## src/mmp_pkg.sv

```systemverilog
// Shared types, codes and decode helpers for the MIDI message parser.
`timescale 1ns / 1ps

package mmp_pkg;

  // Event type codes on the result channel
  localparam logic [2:0] KIND_NOTE_OFF = 3'd0;
  localparam logic [2:0] KIND_NOTE_ON  = 3'd1;
  localparam logic [2:0] KIND_CTRL     = 3'd2;
  localparam logic [2:0] KIND_PROGRAM  = 3'd3;
  localparam logic [2:0] KIND_BEND     = 3'd4;
  localparam logic [2:0] KIND_SYSEX    = 3'd5;

  // Status byte high nibbles and system bytes
  localparam logic [3:0] STAT_NOTE_OFF = 4'h8;
  localparam logic [3:0] STAT_NOTE_ON  = 4'h9;
  localparam logic [3:0] STAT_CTRL     = 4'hB;
  localparam logic [3:0] STAT_PROGRAM  = 4'hC;
  localparam logic [3:0] STAT_BEND     = 4'hE;
  localparam logic [3:0] STAT_SYSTEM   = 4'hF;
  localparam logic [7:0] BYTE_SYSEX_START = 8'hF0;
  localparam logic [7:0] BYTE_SYSEX_END   = 8'hF7;

  // One result transaction
  typedef struct packed {
    logic [2:0] event_type;
    logic [3:0] channel;
    logic [6:0] data_first;
    logic [6:0] data_second;
    logic [3:0] byte_index;
    logic [4:0] byte_count;
    logic       last_of_run;
  } res_t;

  // Controller to datapath
  typedef struct packed {
    logic take;       // input transaction accepted this cycle
    logic emit_push;  // push one stored sysex byte as a result
    logic idx_inc;    // advance the sysex read index
  } cmd_t;

  // Datapath to controller
  typedef struct packed {
    logic emit_req;   // the byte on the input starts a sysex run
    logic can_push;   // output stage has room for one result
    logic emit_last;  // read index points at the last stored byte
  } sts_t;

  // Decode a channel status: {supported, kind}
  function automatic logic [3:0] kind_of(input logic [7:0] st);
    logic [3:0] res;
    res = 4'd0;
    unique case (st[7:4])
      STAT_NOTE_OFF: res = {1'b1, KIND_NOTE_OFF};
      STAT_NOTE_ON:  res = {1'b1, KIND_NOTE_ON};
      STAT_CTRL:     res = {1'b1, KIND_CTRL};
      STAT_PROGRAM:  res = {1'b1, KIND_PROGRAM};
      STAT_BEND:     res = {1'b1, KIND_BEND};
      default:       res = 4'd0;
    endcase
    return res;
  endfunction

endpackage

```

## src/mmp_ram.sv

```systemverilog
// Generic single-write, single-read RAM with registered read data.
`timescale 1ns / 1ps

module mmp_ram #(
  parameter int WIDTH = 7,
  parameter int DEPTH = 16
) (
  input  logic                     clk,
  input  logic                     we,
  input  logic [$clog2(DEPTH)-1:0] waddr,
  input  logic [WIDTH-1:0]         wdata,
  input  logic [$clog2(DEPTH)-1:0] raddr,
  output logic [WIDTH-1:0]         rdata
);

  logic [WIDTH-1:0] mem [DEPTH];

  // Write port and registered read port
  always_ff @(posedge clk) begin
    if (we) begin
      mem[waddr] <= wdata;
    end
    rdata <= mem[raddr];
  end

endmodule

```

## src/mmp_dp.sv

```systemverilog
// Datapath: byte parser state, sysex store, emit index and output skid stage.
`timescale 1ns / 1ps

module mmp_dp #(
  parameter int SYSEX_BYTES = 16
) (
  input  logic          clk,
  input  logic          rst_n,
  input  logic [7:0]    in_rx_byte,
  input  mmp_pkg::cmd_t cmd,
  output mmp_pkg::sts_t sts,
  input  logic          out_ready,
  output logic          out_valid,
  output mmp_pkg::res_t out_res
);

  localparam int FW = $clog2(SYSEX_BYTES + 1);
  localparam int CW = (FW > 5) ? FW : 5;
  localparam int AW = $clog2(SYSEX_BYTES);

  // Parse phases
  localparam logic [1:0] PH_IDLE  = 2'd0;
  localparam logic [1:0] PH_DATA1 = 2'd1;
  localparam logic [1:0] PH_DATA2 = 2'd2;
  localparam logic [1:0] PH_SYSEX = 2'd3;

  logic [1:0]    phase_r, phase_nxt;
  logic [7:0]    rs_r, rs_nxt;
  logic [2:0]    kind_r, kind_nxt;
  logic [3:0]    chan_r, chan_nxt;
  logic [6:0]    held_r, held_nxt;
  logic [CW-1:0] fill_r, fill_nxt;
  logic          done_r, done_nxt;
  logic [CW-1:0] idx_r;

  logic [3:0]    rs_kind;
  logic [3:0]    b_kind;
  logic [2:0]    kind_eff;
  logic [3:0]    chan_eff;
  logic          emit_req;
  logic          res_push;
  logic          ram_we;
  mmp_pkg::res_t chan_res;
  mmp_pkg::res_t emit_res;
  mmp_pkg::res_t push_res;
  logic          push;
  logic [6:0]    ram_rdata;

  mmp_pkg::res_t out_r, skid_r;
  logic          out_v_r, skid_v_r;
  logic          take_out;

  assign rs_kind = mmp_pkg::kind_of(rs_r);
  assign b_kind  = mmp_pkg::kind_of(in_rx_byte);

  // Decode the input byte against the parse state
  always_comb begin
    phase_nxt = phase_r;
    rs_nxt    = rs_r;
    kind_nxt  = kind_r;
    chan_nxt  = chan_r;
    held_nxt  = held_r;
    fill_nxt  = fill_r;
    done_nxt  = done_r;
    emit_req  = 1'b0;
    res_push  = 1'b0;
    ram_we    = 1'b0;
    kind_eff  = (phase_r == PH_IDLE) ? rs_kind[2:0] : kind_r;
    chan_eff  = (phase_r == PH_IDLE) ? rs_r[3:0] : chan_r;
    chan_res  = '0;
    chan_res.event_type  = kind_r;
    chan_res.channel     = chan_r;
    chan_res.data_first  = held_r;
    chan_res.data_second = in_rx_byte[6:0];
    chan_res.last_of_run = 1'b1;
    if (in_rx_byte[7]) begin
      priority if (in_rx_byte[7:3] == 5'b11111) begin
        // real-time: leave state alone
      end else if (in_rx_byte == mmp_pkg::BYTE_SYSEX_START) begin
        rs_nxt    = '0;
        kind_nxt  = mmp_pkg::KIND_SYSEX;
        fill_nxt  = '0;
        done_nxt  = 1'b0;
        phase_nxt = PH_SYSEX;
      end else if (in_rx_byte == mmp_pkg::BYTE_SYSEX_END) begin
        rs_nxt = '0;
        if (phase_r == PH_SYSEX) begin
          phase_nxt = PH_IDLE;
          emit_req  = !done_r && (fill_r != '0);
        end
        done_nxt = 1'b0;
      end else if (in_rx_byte[7:4] == mmp_pkg::STAT_SYSTEM) begin
        rs_nxt    = '0;
        phase_nxt = PH_IDLE;
      end else begin
        rs_nxt = in_rx_byte;
        if (!b_kind[3]) begin
          phase_nxt = PH_IDLE;
        end else begin
          kind_nxt  = b_kind[2:0];
          chan_nxt  = in_rx_byte[3:0];
          phase_nxt = PH_DATA1;
        end
      end
    end else begin
      priority if (phase_r == PH_SYSEX) begin
        // store until full; the filling byte starts the run
        if (!done_r) begin
          ram_we   = 1'b1;
          fill_nxt = fill_r + CW'(1);
          if (fill_nxt == CW'(SYSEX_BYTES)) begin
            done_nxt = 1'b1;
            emit_req = 1'b1;
          end
        end
      end else if (phase_r == PH_DATA2) begin
        phase_nxt = PH_IDLE;
        res_push  = 1'b1;
      end else if (phase_r == PH_DATA1 || rs_kind[3]) begin
        // first data byte, possibly under running status
        kind_nxt = kind_eff;
        chan_nxt = chan_eff;
        held_nxt = in_rx_byte[6:0];
        if (kind_eff == mmp_pkg::KIND_PROGRAM) begin
          phase_nxt            = PH_IDLE;
          res_push             = 1'b1;
          chan_res.event_type  = kind_eff;
          chan_res.channel     = chan_eff;
          chan_res.data_first  = in_rx_byte[6:0];
          chan_res.data_second = '0;
        end else begin
          phase_nxt = PH_DATA2;
        end
      end else begin
        // data with no usable running status: drop
      end
    end
  end

  // Update parser state on each input transaction
  always_ff @(posedge clk) begin
    if (!rst_n) begin
      phase_r <= PH_IDLE;
      rs_r    <= '0;
      kind_r  <= '0;
      chan_r  <= '0;
      held_r  <= '0;
      fill_r  <= '0;
      done_r  <= 1'b0;
    end else if (cmd.take) begin
      phase_r <= phase_nxt;
      rs_r    <= rs_nxt;
      kind_r  <= kind_nxt;
      chan_r  <= chan_nxt;
      held_r  <= held_nxt;
      fill_r  <= fill_nxt;
      done_r  <= done_nxt;
    end
  end

  // Sysex read index: clear on input, advance per emitted byte
  always_ff @(posedge clk) begin
    if (!rst_n) begin
      idx_r <= '0;
    end else if (cmd.take) begin
      idx_r <= '0;
    end else if (cmd.idx_inc) begin
      idx_r <= idx_r + CW'(1);
    end
  end

  mmp_ram #(
    .WIDTH (7),
    .DEPTH (SYSEX_BYTES)
  ) u_store (
    .clk   (clk),
    .we    (cmd.take && ram_we),
    .waddr (fill_r[AW-1:0]),
    .wdata (in_rx_byte[6:0]),
    .raddr (idx_r[AW-1:0]),
    .rdata (ram_rdata)
  );

  // Form one sysex byte result
  always_comb begin
    emit_res             = '0;
    emit_res.event_type  = mmp_pkg::KIND_SYSEX;
    emit_res.data_first  = ram_rdata;
    emit_res.byte_index  = idx_r[3:0];
    emit_res.byte_count  = fill_r[4:0];
    emit_res.last_of_run = sts.emit_last;
  end

  assign push     = (cmd.take && res_push) || cmd.emit_push;
  assign push_res = cmd.emit_push ? emit_res : chan_res;
  assign take_out = !out_v_r || out_ready;

  // Output register with skid entry
  always_ff @(posedge clk) begin
    if (!rst_n) begin
      out_v_r  <= 1'b0;
      skid_v_r <= 1'b0;
    end else if (take_out) begin
      out_v_r  <= skid_v_r || push;
      skid_v_r <= 1'b0;
    end else if (push) begin
      skid_v_r <= 1'b1;
    end
  end

  always_ff @(posedge clk) begin
    if (take_out) begin
      out_r <= skid_v_r ? skid_r : push_res;
    end else if (push) begin
      skid_r <= push_res;
    end
  end

  assign sts.emit_req  = emit_req;
  assign sts.can_push  = !skid_v_r;
  assign sts.emit_last = ((idx_r + CW'(1)) == fill_r);
  assign out_valid     = out_v_r;
  assign out_res       = out_r;

endmodule

```

## src/mmp_ctrl.sv

```systemverilog
// Controller: accepts bytes and sequences the read-out of a stored sysex run.
`timescale 1ns / 1ps

module mmp_ctrl (
  input  logic          clk,
  input  logic          rst_n,
  input  logic          in_valid,
  output logic          in_ready,
  input  mmp_pkg::sts_t sts,
  output mmp_pkg::cmd_t cmd
);

  localparam logic [1:0] S_RUN  = 2'd0;  // take bytes
  localparam logic [1:0] S_READ = 2'd1;  // address the store
  localparam logic [1:0] S_PUSH = 2'd2;  // hand read data to the output

  logic [1:0] state_r, state_nxt;

  // Next state and commands
  always_comb begin
    state_nxt     = state_r;
    in_ready      = 1'b0;
    cmd.take      = 1'b0;
    cmd.emit_push = 1'b0;
    cmd.idx_inc   = 1'b0;
    unique case (state_r)
      S_RUN: begin
        in_ready = sts.can_push;
        cmd.take = in_valid && sts.can_push;
        if (cmd.take && sts.emit_req) begin
          state_nxt = S_READ;
        end
      end
      S_READ: begin
        state_nxt = S_PUSH;
      end
      S_PUSH: begin
        if (sts.can_push) begin
          cmd.emit_push = 1'b1;
          if (sts.emit_last) begin
            state_nxt = S_RUN;
          end else begin
            cmd.idx_inc = 1'b1;
            state_nxt   = S_READ;
          end
        end
      end
      default: begin
        state_nxt = S_RUN;
      end
    endcase
  end

  always_ff @(posedge clk) begin
    if (!rst_n) begin
      state_r <= S_RUN;
    end else begin
      state_r <= state_nxt;
    end
  end

endmodule

```

## src/midi_message_parser_unit.sv

```systemverilog
// Top level of the MIDI message parser with running status.
//
//  Channel | Direction | Ports                                           | Handshake
//  in      | input     | in_rx_byte                                      | in_valid/in_ready
//  out     | output    | out_event_type, out_channel, out_data_first,    | out_valid/out_ready
//          |           | out_data_second, out_byte_index,                |
//          |           | out_byte_count, out_last_of_run                 |
//
// Bytes are taken while in_ready is high; the taking edge registers a channel message result.
// A byte that ends or fills a sysex holds in_ready low while the stored bytes are read out
// one at a time through the single registered read port of the sysex store.
// An output skid entry lets one more byte in while a result waits; when it is full,
// in_ready drops until out_ready drains it.
// Reset is synchronous, active low; the sysex store needs no clearing pass.
`timescale 1ns / 1ps

module midi_message_parser_unit #(
  parameter int SYSEX_BYTES = 16
) (
  input  logic       clk,
  input  logic       rst_n,
  input  logic       in_valid,
  output logic       in_ready,
  input  logic [7:0] in_rx_byte,
  output logic       out_valid,
  input  logic       out_ready,
  output logic [2:0] out_event_type,
  output logic [3:0] out_channel,
  output logic [6:0] out_data_first,
  output logic [6:0] out_data_second,
  output logic [3:0] out_byte_index,
  output logic [4:0] out_byte_count,
  output logic       out_last_of_run
);

  mmp_pkg::cmd_t cmd;
  mmp_pkg::sts_t sts;
  mmp_pkg::res_t res;

  mmp_ctrl u_ctrl (
    .clk      (clk),
    .rst_n    (rst_n),
    .in_valid (in_valid),
    .in_ready (in_ready),
    .sts      (sts),
    .cmd      (cmd)
  );

  mmp_dp #(
    .SYSEX_BYTES (SYSEX_BYTES)
  ) u_dp (
    .clk        (clk),
    .rst_n      (rst_n),
    .in_rx_byte (in_rx_byte),
    .cmd        (cmd),
    .sts        (sts),
    .out_ready  (out_ready),
    .out_valid  (out_valid),
    .out_res    (res)
  );

  assign out_event_type  = res.event_type;
  assign out_channel     = res.channel;
  assign out_data_first  = res.data_first;
  assign out_data_second = res.data_second;
  assign out_byte_index  = res.byte_index;
  assign out_byte_count  = res.byte_count;
  assign out_last_of_run = res.last_of_run;

  // Block input while a sysex run is being read out
  a_run_blocks_input: assert property (@(posedge clk) disable iff (!rst_n)
    (in_valid && in_ready && sts.emit_req) |=> !in_ready)
    else $error("input accepted during sysex read-out");

  // Channel messages are single results with no sysex count
  a_chan_single: assert property (@(posedge clk) disable iff (!rst_n)
    (out_valid && out_event_type != mmp_pkg::KIND_SYSEX)
      |-> (out_last_of_run && out_byte_count == 5'd0 && out_byte_index == 4'd0))
    else $error("channel result with sysex fields");

  // Sysex read-out only pushes when the skid entry is free
  a_push_room: assert property (@(posedge clk) disable iff (!rst_n)
    cmd.emit_push |-> sts.can_push)
    else $error("sysex result pushed into a full output stage");

endmodule
```

## config.mk

```make
export PLATFORM = sky130hd
export DESIGN_NAME = midi_message_parser_unit
export DESIGN_NICKNAME = d
export VERILOG_FILES = /design/src/mmp_pkg.sv /design/src/mmp_ram.sv /design/src/mmp_dp.sv /design/src/mmp_ctrl.sv /design/src/midi_message_parser_unit.sv
export SDC_FILE = /design/constraint.sdc
export NUM_CORES = 1
export LEC_CHECK = 0
export BUFFER_PORTS_ARGS = -buffer_cell sky130_fd_sc_hd__buf_4
export CAP_MARGIN = 20
export CORE_MARGIN = 2
export CORE_UTILIZATION = 45
export DETAILED_ROUTE_END_ITERATION = 10
export MAX_ROUTING_LAYER = met4
export REMOVE_ABC_BUFFERS = 1
export SLEW_MARGIN = 40
export SYNTH_ARGS = -nofsm -noshare
export SYNTH_HDL_FRONTEND = slang
export SYNTH_HIERARCHICAL = 1
export SYNTH_SLANG_ARGS = --single-unit
```

## constraint.sdc

```tcl
create_clock -name clk -period 4.65 [get_ports clk]
set_input_delay 0 -clock clk [delete_from_list [all_inputs] [get_ports clk]]
set_output_delay 0 -clock clk [all_outputs]
set_load 0.005 [all_outputs]
```

# Word-level counts from Yosys, hierarchy flattened
# Memories as Yosys holds them, arrays and structs flattened. A register that Yosys moved wholly into a read port is not among the register bits.
# Cells that the tools add are included.
dict set report totals {
  in_bits 12
  memories 1
  ram_bits 112
  regBits 101
  out_inout_bits 33
  elab_cells 182
}
dict set report op_classes {
  n_bitwise 6
  n_reduce_logical 29
  eq_ne 38
  muxes 81
  add_sub_neg 2
}
# name words word_bits read_ports rd_clocked_by_memory_dff write_ports line
set memory_table {}
lappend memory_table {u_dp.u_store.mem 16 7 1 1 1 mmp_ram.sv:16} ;# logic [WIDTH-1:0] mem [DEPTH];
# cell count
set ops {}
lappend ops {{21-bit 2-to-1 mux} 5}
lappend ops {{31-bit 2-to-1 mux} 2}
lappend ops {{4-bit equality test (second input constant)} 11}
lappend ops {{4-bit 2-to-1 mux} 10}
lappend ops {{4-bit case mux with 5 select lines} 2}
lappend ops {{3-bit 2-to-1 mux} 10}
lappend ops {{1-bit 2-to-1 mux} 29}
lappend ops {{2-bit 2-to-1 mux} 14}
lappend ops {{5-bit 2-to-1 mux} 5}
lappend ops {{8-bit 2-to-1 mux} 3}
lappend ops {{8-bit equality test (second input constant)} 2}
lappend ops {{2-bit != test (second input constant)} 8}
lappend ops {{5-bit AND reduction} 3}
lappend ops {{5-bit by 1-bit adder with 5-bit output (second input constant)} 2}
lappend ops {{5-bit equality test (second input constant)} 2}
lappend ops {{9-bit AND reduction} 1}
lappend ops {{8-bit AND reduction} 1}
lappend ops {{2-bit equality test (second input constant)} 3}
lappend ops {{2-bit by 1-bit != test with 1-bit output (second input constant)} 3}
lappend ops {{3-bit by 1-bit != test with 1-bit output (second input constant)} 2}
lappend ops {{3-bit by 2-bit != test with 1-bit output (second input constant)} 2}
lappend ops {{1-bit inverter} 6}
lappend ops {{2-bit case mux with 3 select lines} 1}
lappend ops {{5-bit equality test} 1}
lappend ops {{14 further kinds} 28}

# Depth between registers and ports, before layout
dict set report depth {
  word_depth 12
  depth_mapped 10
  ltp_nobuf 9
}

# Modules after synthesis
# The synthesis kept the hierarchy.
# mod n_inst area_each_um2 cells_each seq_area_each_um2
set by_module_without_submodules {}
lappend by_module_without_submodules {mmp_dp 1 4849.7 452 2602.5}
lappend by_module_without_submodules {mmp_ram 1 4530.6 203 3503.4}
lappend by_module_without_submodules {mmp_ctrl 1 117.6 15 40.0}

# Worst setup path before layout
# No wires, ideal clock.
dict set report synth_path {
  path_kind {register -> register}
  start {register u_dp.skid_v_r}
  end {register u_dp/skid_r[0] (netlist name), enable pin}
  path_buffers 2
  required_time_ns 4.221
  synth_period_minus_slack_ns 3.542
  setup_ns 0.429
  t_arrival_ns 3.112
  setup_slack_ns 1.108
  stages_incl_launch_ff 8
  path_cell_list {dfxtp_1 -> inv_1 -> clkbuf_1 -> nand2b_1 -> nor3b_1 -> buf_12 -> nand3_1 -> a21oi_1}
}
# element line
set synth_lines {}
lappend synth_lines {{start: declaration} mmp_dp.sv:50} ;# logic out_v_r, skid_v_r;
lappend synth_lines {{start signal: assignment} mmp_dp.sv:202} ;# skid_v_r <= 1'b0;
lappend synth_lines {{start signal: assignment} mmp_dp.sv:205} ;# skid_v_r <= 1'b0;
lappend synth_lines {{start signal: assignment} mmp_dp.sv:207} ;# skid_v_r <= 1'b1;
lappend synth_lines {{end signal: assignment} mmp_dp.sv:215} ;# skid_r <= push_res;
lappend synth_lines {{end: declaration} mmp_dp.sv:49} ;# mmp_pkg::res_t out_r, skid_r;

==> results.md <==
* Status: completed
* Core area at around 0.021 sq mm
* R2R depth at 10
* Cell mode on critical path: buf_4
* Hold path depth at 4
* Global Route Usage Sum at roughly a fifth
* Hold_ws at roughly 0.18 ns
* CTS Buf Count at 23
* Post-synth EDFFs at about 170
* Area leader, netlist: edfxtp_1
* Cell Area, Synth at ~0.0095 sq mm
* Initial antenna violation count at 0
* Crit path max-delay cell type: nor2_1
* Crit. End Element: flop
* H-tree Lvls at 1
* Clk slew on worst S/H paths at approximately 0.060 ns
* Startpoint types: flop
* Max incr delay on CP at 0.55 ns
* Critical path type: reg -> reg
* Drt first-iter violations at approximately 630
* Sequential share of the synthesized area at 64.71%
* Avg Cell Area, Syn at about 14 sq um
* Minimum clock period at roughly 3.1 ns
* Final wirelength at roughly 21 mm
* RSZ-0062 raised after global routing: no
* YS warnings at 6
* Final Setup Violations at 0
* Layout cells sized above 1 at 17.62%
* First-pass GRT wire length at approximately 32 mm
* CP Data Arrival Time at between 3 and 4 ns
* Top cells by area, synth: edfxtp_1 (55%), dfxtp_1 (9.7%), mux4_1 (4.7%)
* DR vias/cell at ~5.7
* Die area at 0.02228 sq mm
* Num ports at 45
* VDD IR max at ~0.19 mV
* Final hold violation count at 0
* Die Y at about 150 um
* # fillers at between 1500 and 2000
* Share of the synthesized area in the top cell type at ~55%
* Crit-path cells: buf_4, inv_1, buf_4, nand2b_1, nor3b_1, buf_4, nand3_1, inv_1, or3b_2, nor2_1
* Antenna Violating Nets Remaining at 0
* Req. time, crit path at ~4.8 ns
* Setup TNS at 0 ns
* Global route total overflow at 0
* Leakage at approximately 3.8 nW
* HP Class: in -> reg
* Vias at 5793
* Antenna cells at 0
* FF+latch count, synth at 220
* Detail Placement HPWL at ~13 mm
* GPL Wtd Cong at between 0.8 and 0.9
* Root buf cell: clkbuf_16
* Pre-Repair DR Iteration Count at 5
* Max_slew headroom at between 40% and 50%
* Tcrit/Tclk final at 67.04%
* Fmax at between 300 and 400 MHz
* Primary FF master, synth: edfxtp_1
* Tightest Pin Transition at roughly 0.80 ns
* Pin count of the biggest net entering global routing at 35
* Num rows at 53
* Commonest cells after routing, fill and taps aside: edfxtp_1 (174), nor2_1 (68), buf_4 (57)
* Maxcap violations at 0
* Post-synthesis cell count at 670
* Port bufs at 44
* Initial Utilization at 45.47%
* Worst-case clock skew at approximately 0.009 ns
* Most common cell after layout, fill and taps aside: edfxtp_1
* DRC at 0
* Max Root-Sink Buffers at 3
* Postcts setup bufs at 0
* Clock Latency Late Sink at just over 0.5 ns
* Area growth syn-to-layout at 14.56%
* Fin. max-slew vios at 0
* Vias in the first global route at between 5000 and 6000
* Post-CTS resize count at 0
* CTS tree: yes
* Overall die width at ~150 um
* Routed WL per cell at approximately 20 um
* CTS sink cnt at 220
* Yosys cell types at 75
* Synth async-reset ratio at 0%
* NumNets Final at roughly 740
* PD cells at between 300 and 400 mW/mm^2
* CP max FO at 32
-- synthesized netlist by cell type, types with 9 or more instances --
master    count
mux2i_1      20
o21ai_0      12
inv_1        11
a21oi_1      33
nor3_1       11
nor2_1       70
edfxtp_1    174
mux4_1       17
nand3_1      14
a22oi_1      20
dfxtp_1      46
nand2_1      35
mux2_2        9
clkbuf_1     22
mux4_2       11
and2_1       14
nand2b_1     10
-- worst max-delay path, delay by kind of cell, from the launching register on --
kind / cells / cell delay (ns)
buffers and inverters: 5 / 0.88
flip-flops: 1 / 0.30
AND/OR/NAND/NOR: 5 / 1.56
-- cell type report --
| cell class | count | area (sq um) | area share (%) |
|---|---|---|---|
| Clock buffer | 29 | 608.1 | 5.589 |
| Clock inverter | 12 | 140.1 | 1.288 |
| Inverter | 12 | 45.04 | 0.4140 |
| Multi-Input combinational cell | 397 | 3058 | 28.10 |
| Sequential cell | 220 | 6147 | 56.50 |
| Tap cell | 275 | 344.1 | 3.162 |
| Timing Repair Buffer | 68 | 538.0 | 4.945 |
-- cell families after synthesis --
logic type | share of synthesized area, %
simple gates | 10.72
mux | 10.49
buf+inv | 3.188
flops | 64.71
fa+ha+maj | 0.3952
compound gates | 9.485
xor+xnor | 1.014
-- routing by layer --
layer  GRT usage (%)  wire length [um]  vias up
li1                -                 -     2693
met1           26.53              9003     2895
met2           30.14             10090      179
met3           3.364              1318       26
met4           4.571               329        0
met5               -                 0        -
-- path summary, 6_finish.rpt --
path,slack (ns),start,endpoint
setup / recovery,1.53,u_dp/skid_v_r$_SDFFE_PP0P_,u_dp/u_store/mem[2][6]$_DFFE_PP_
hold / removal,0.18,out_ready,u_dp/skid_v_r$_SDFFE_PP0P_
setup reg to reg,1.53,u_dp/skid_v_r$_SDFFE_PP0P_,u_dp/u_store/mem[2][6]$_DFFE_PP_
hold reg to reg,0.50,u_dp/kind_r[2]$_SDFFE_PN0P_,u_dp/kind_r[2]$_SDFFE_PN0P_
-- what timing repair did --
item	4_1_cts	5_1_grt
endpoints found under the hold margin	137	0
hold buffers	11	0
endpoints found under the setup margin	0	0
-- per-stage QoR --
| step | total power, mW | cell area (sq um) | instances | util, % | worst slack (ns) |
|---|---|---|---|---|---|
| floorplan | 2.257 | 9240 | 629 | - | 0.6236 |
| global placement | 2.333 | 10020 | 961 | 47.95 | 1.615 |
| detailed placement | 2.336 | 10020 | 961 | 47.97 | 1.530 |
| CTS | 4.174 | 10880 | 1013 | 52.08 | 1.498 |
| global route | 4.266 | 10880 | 1013 | 52.09 | 1.241 |
| finish | 4.128 | 10880 | 1013 | 52.09 | 1.533 |
-- registers in the layout, summed over array words and instances (netlist names) --
register            flops
u_dp/fill_r             5
u_ctrl/state_r          2
u_dp/kind_r             3
u_dp/out_valid          1
u_dp/done_r             1
u_dp/held_r             7
u_dp/out_res           31
u_dp/skid_r            31
u_dp/rs_r               8
u_dp/skid_v_r           1
u_dp/u_store/rdata      7
u_dp/idx_r              5
u_dp/phase_r            2
u_dp/chan_r             4
u_dp/u_store/mem      112
-- power by group --
part / switching, mW / internal, mW
clock: 0.734 / 1.09
sequential: 0.0148 / 2.13
combinational: 0.0954 / 0.0585
total: 0.844 / 3.28
Power figures use the tool's default switching activity.
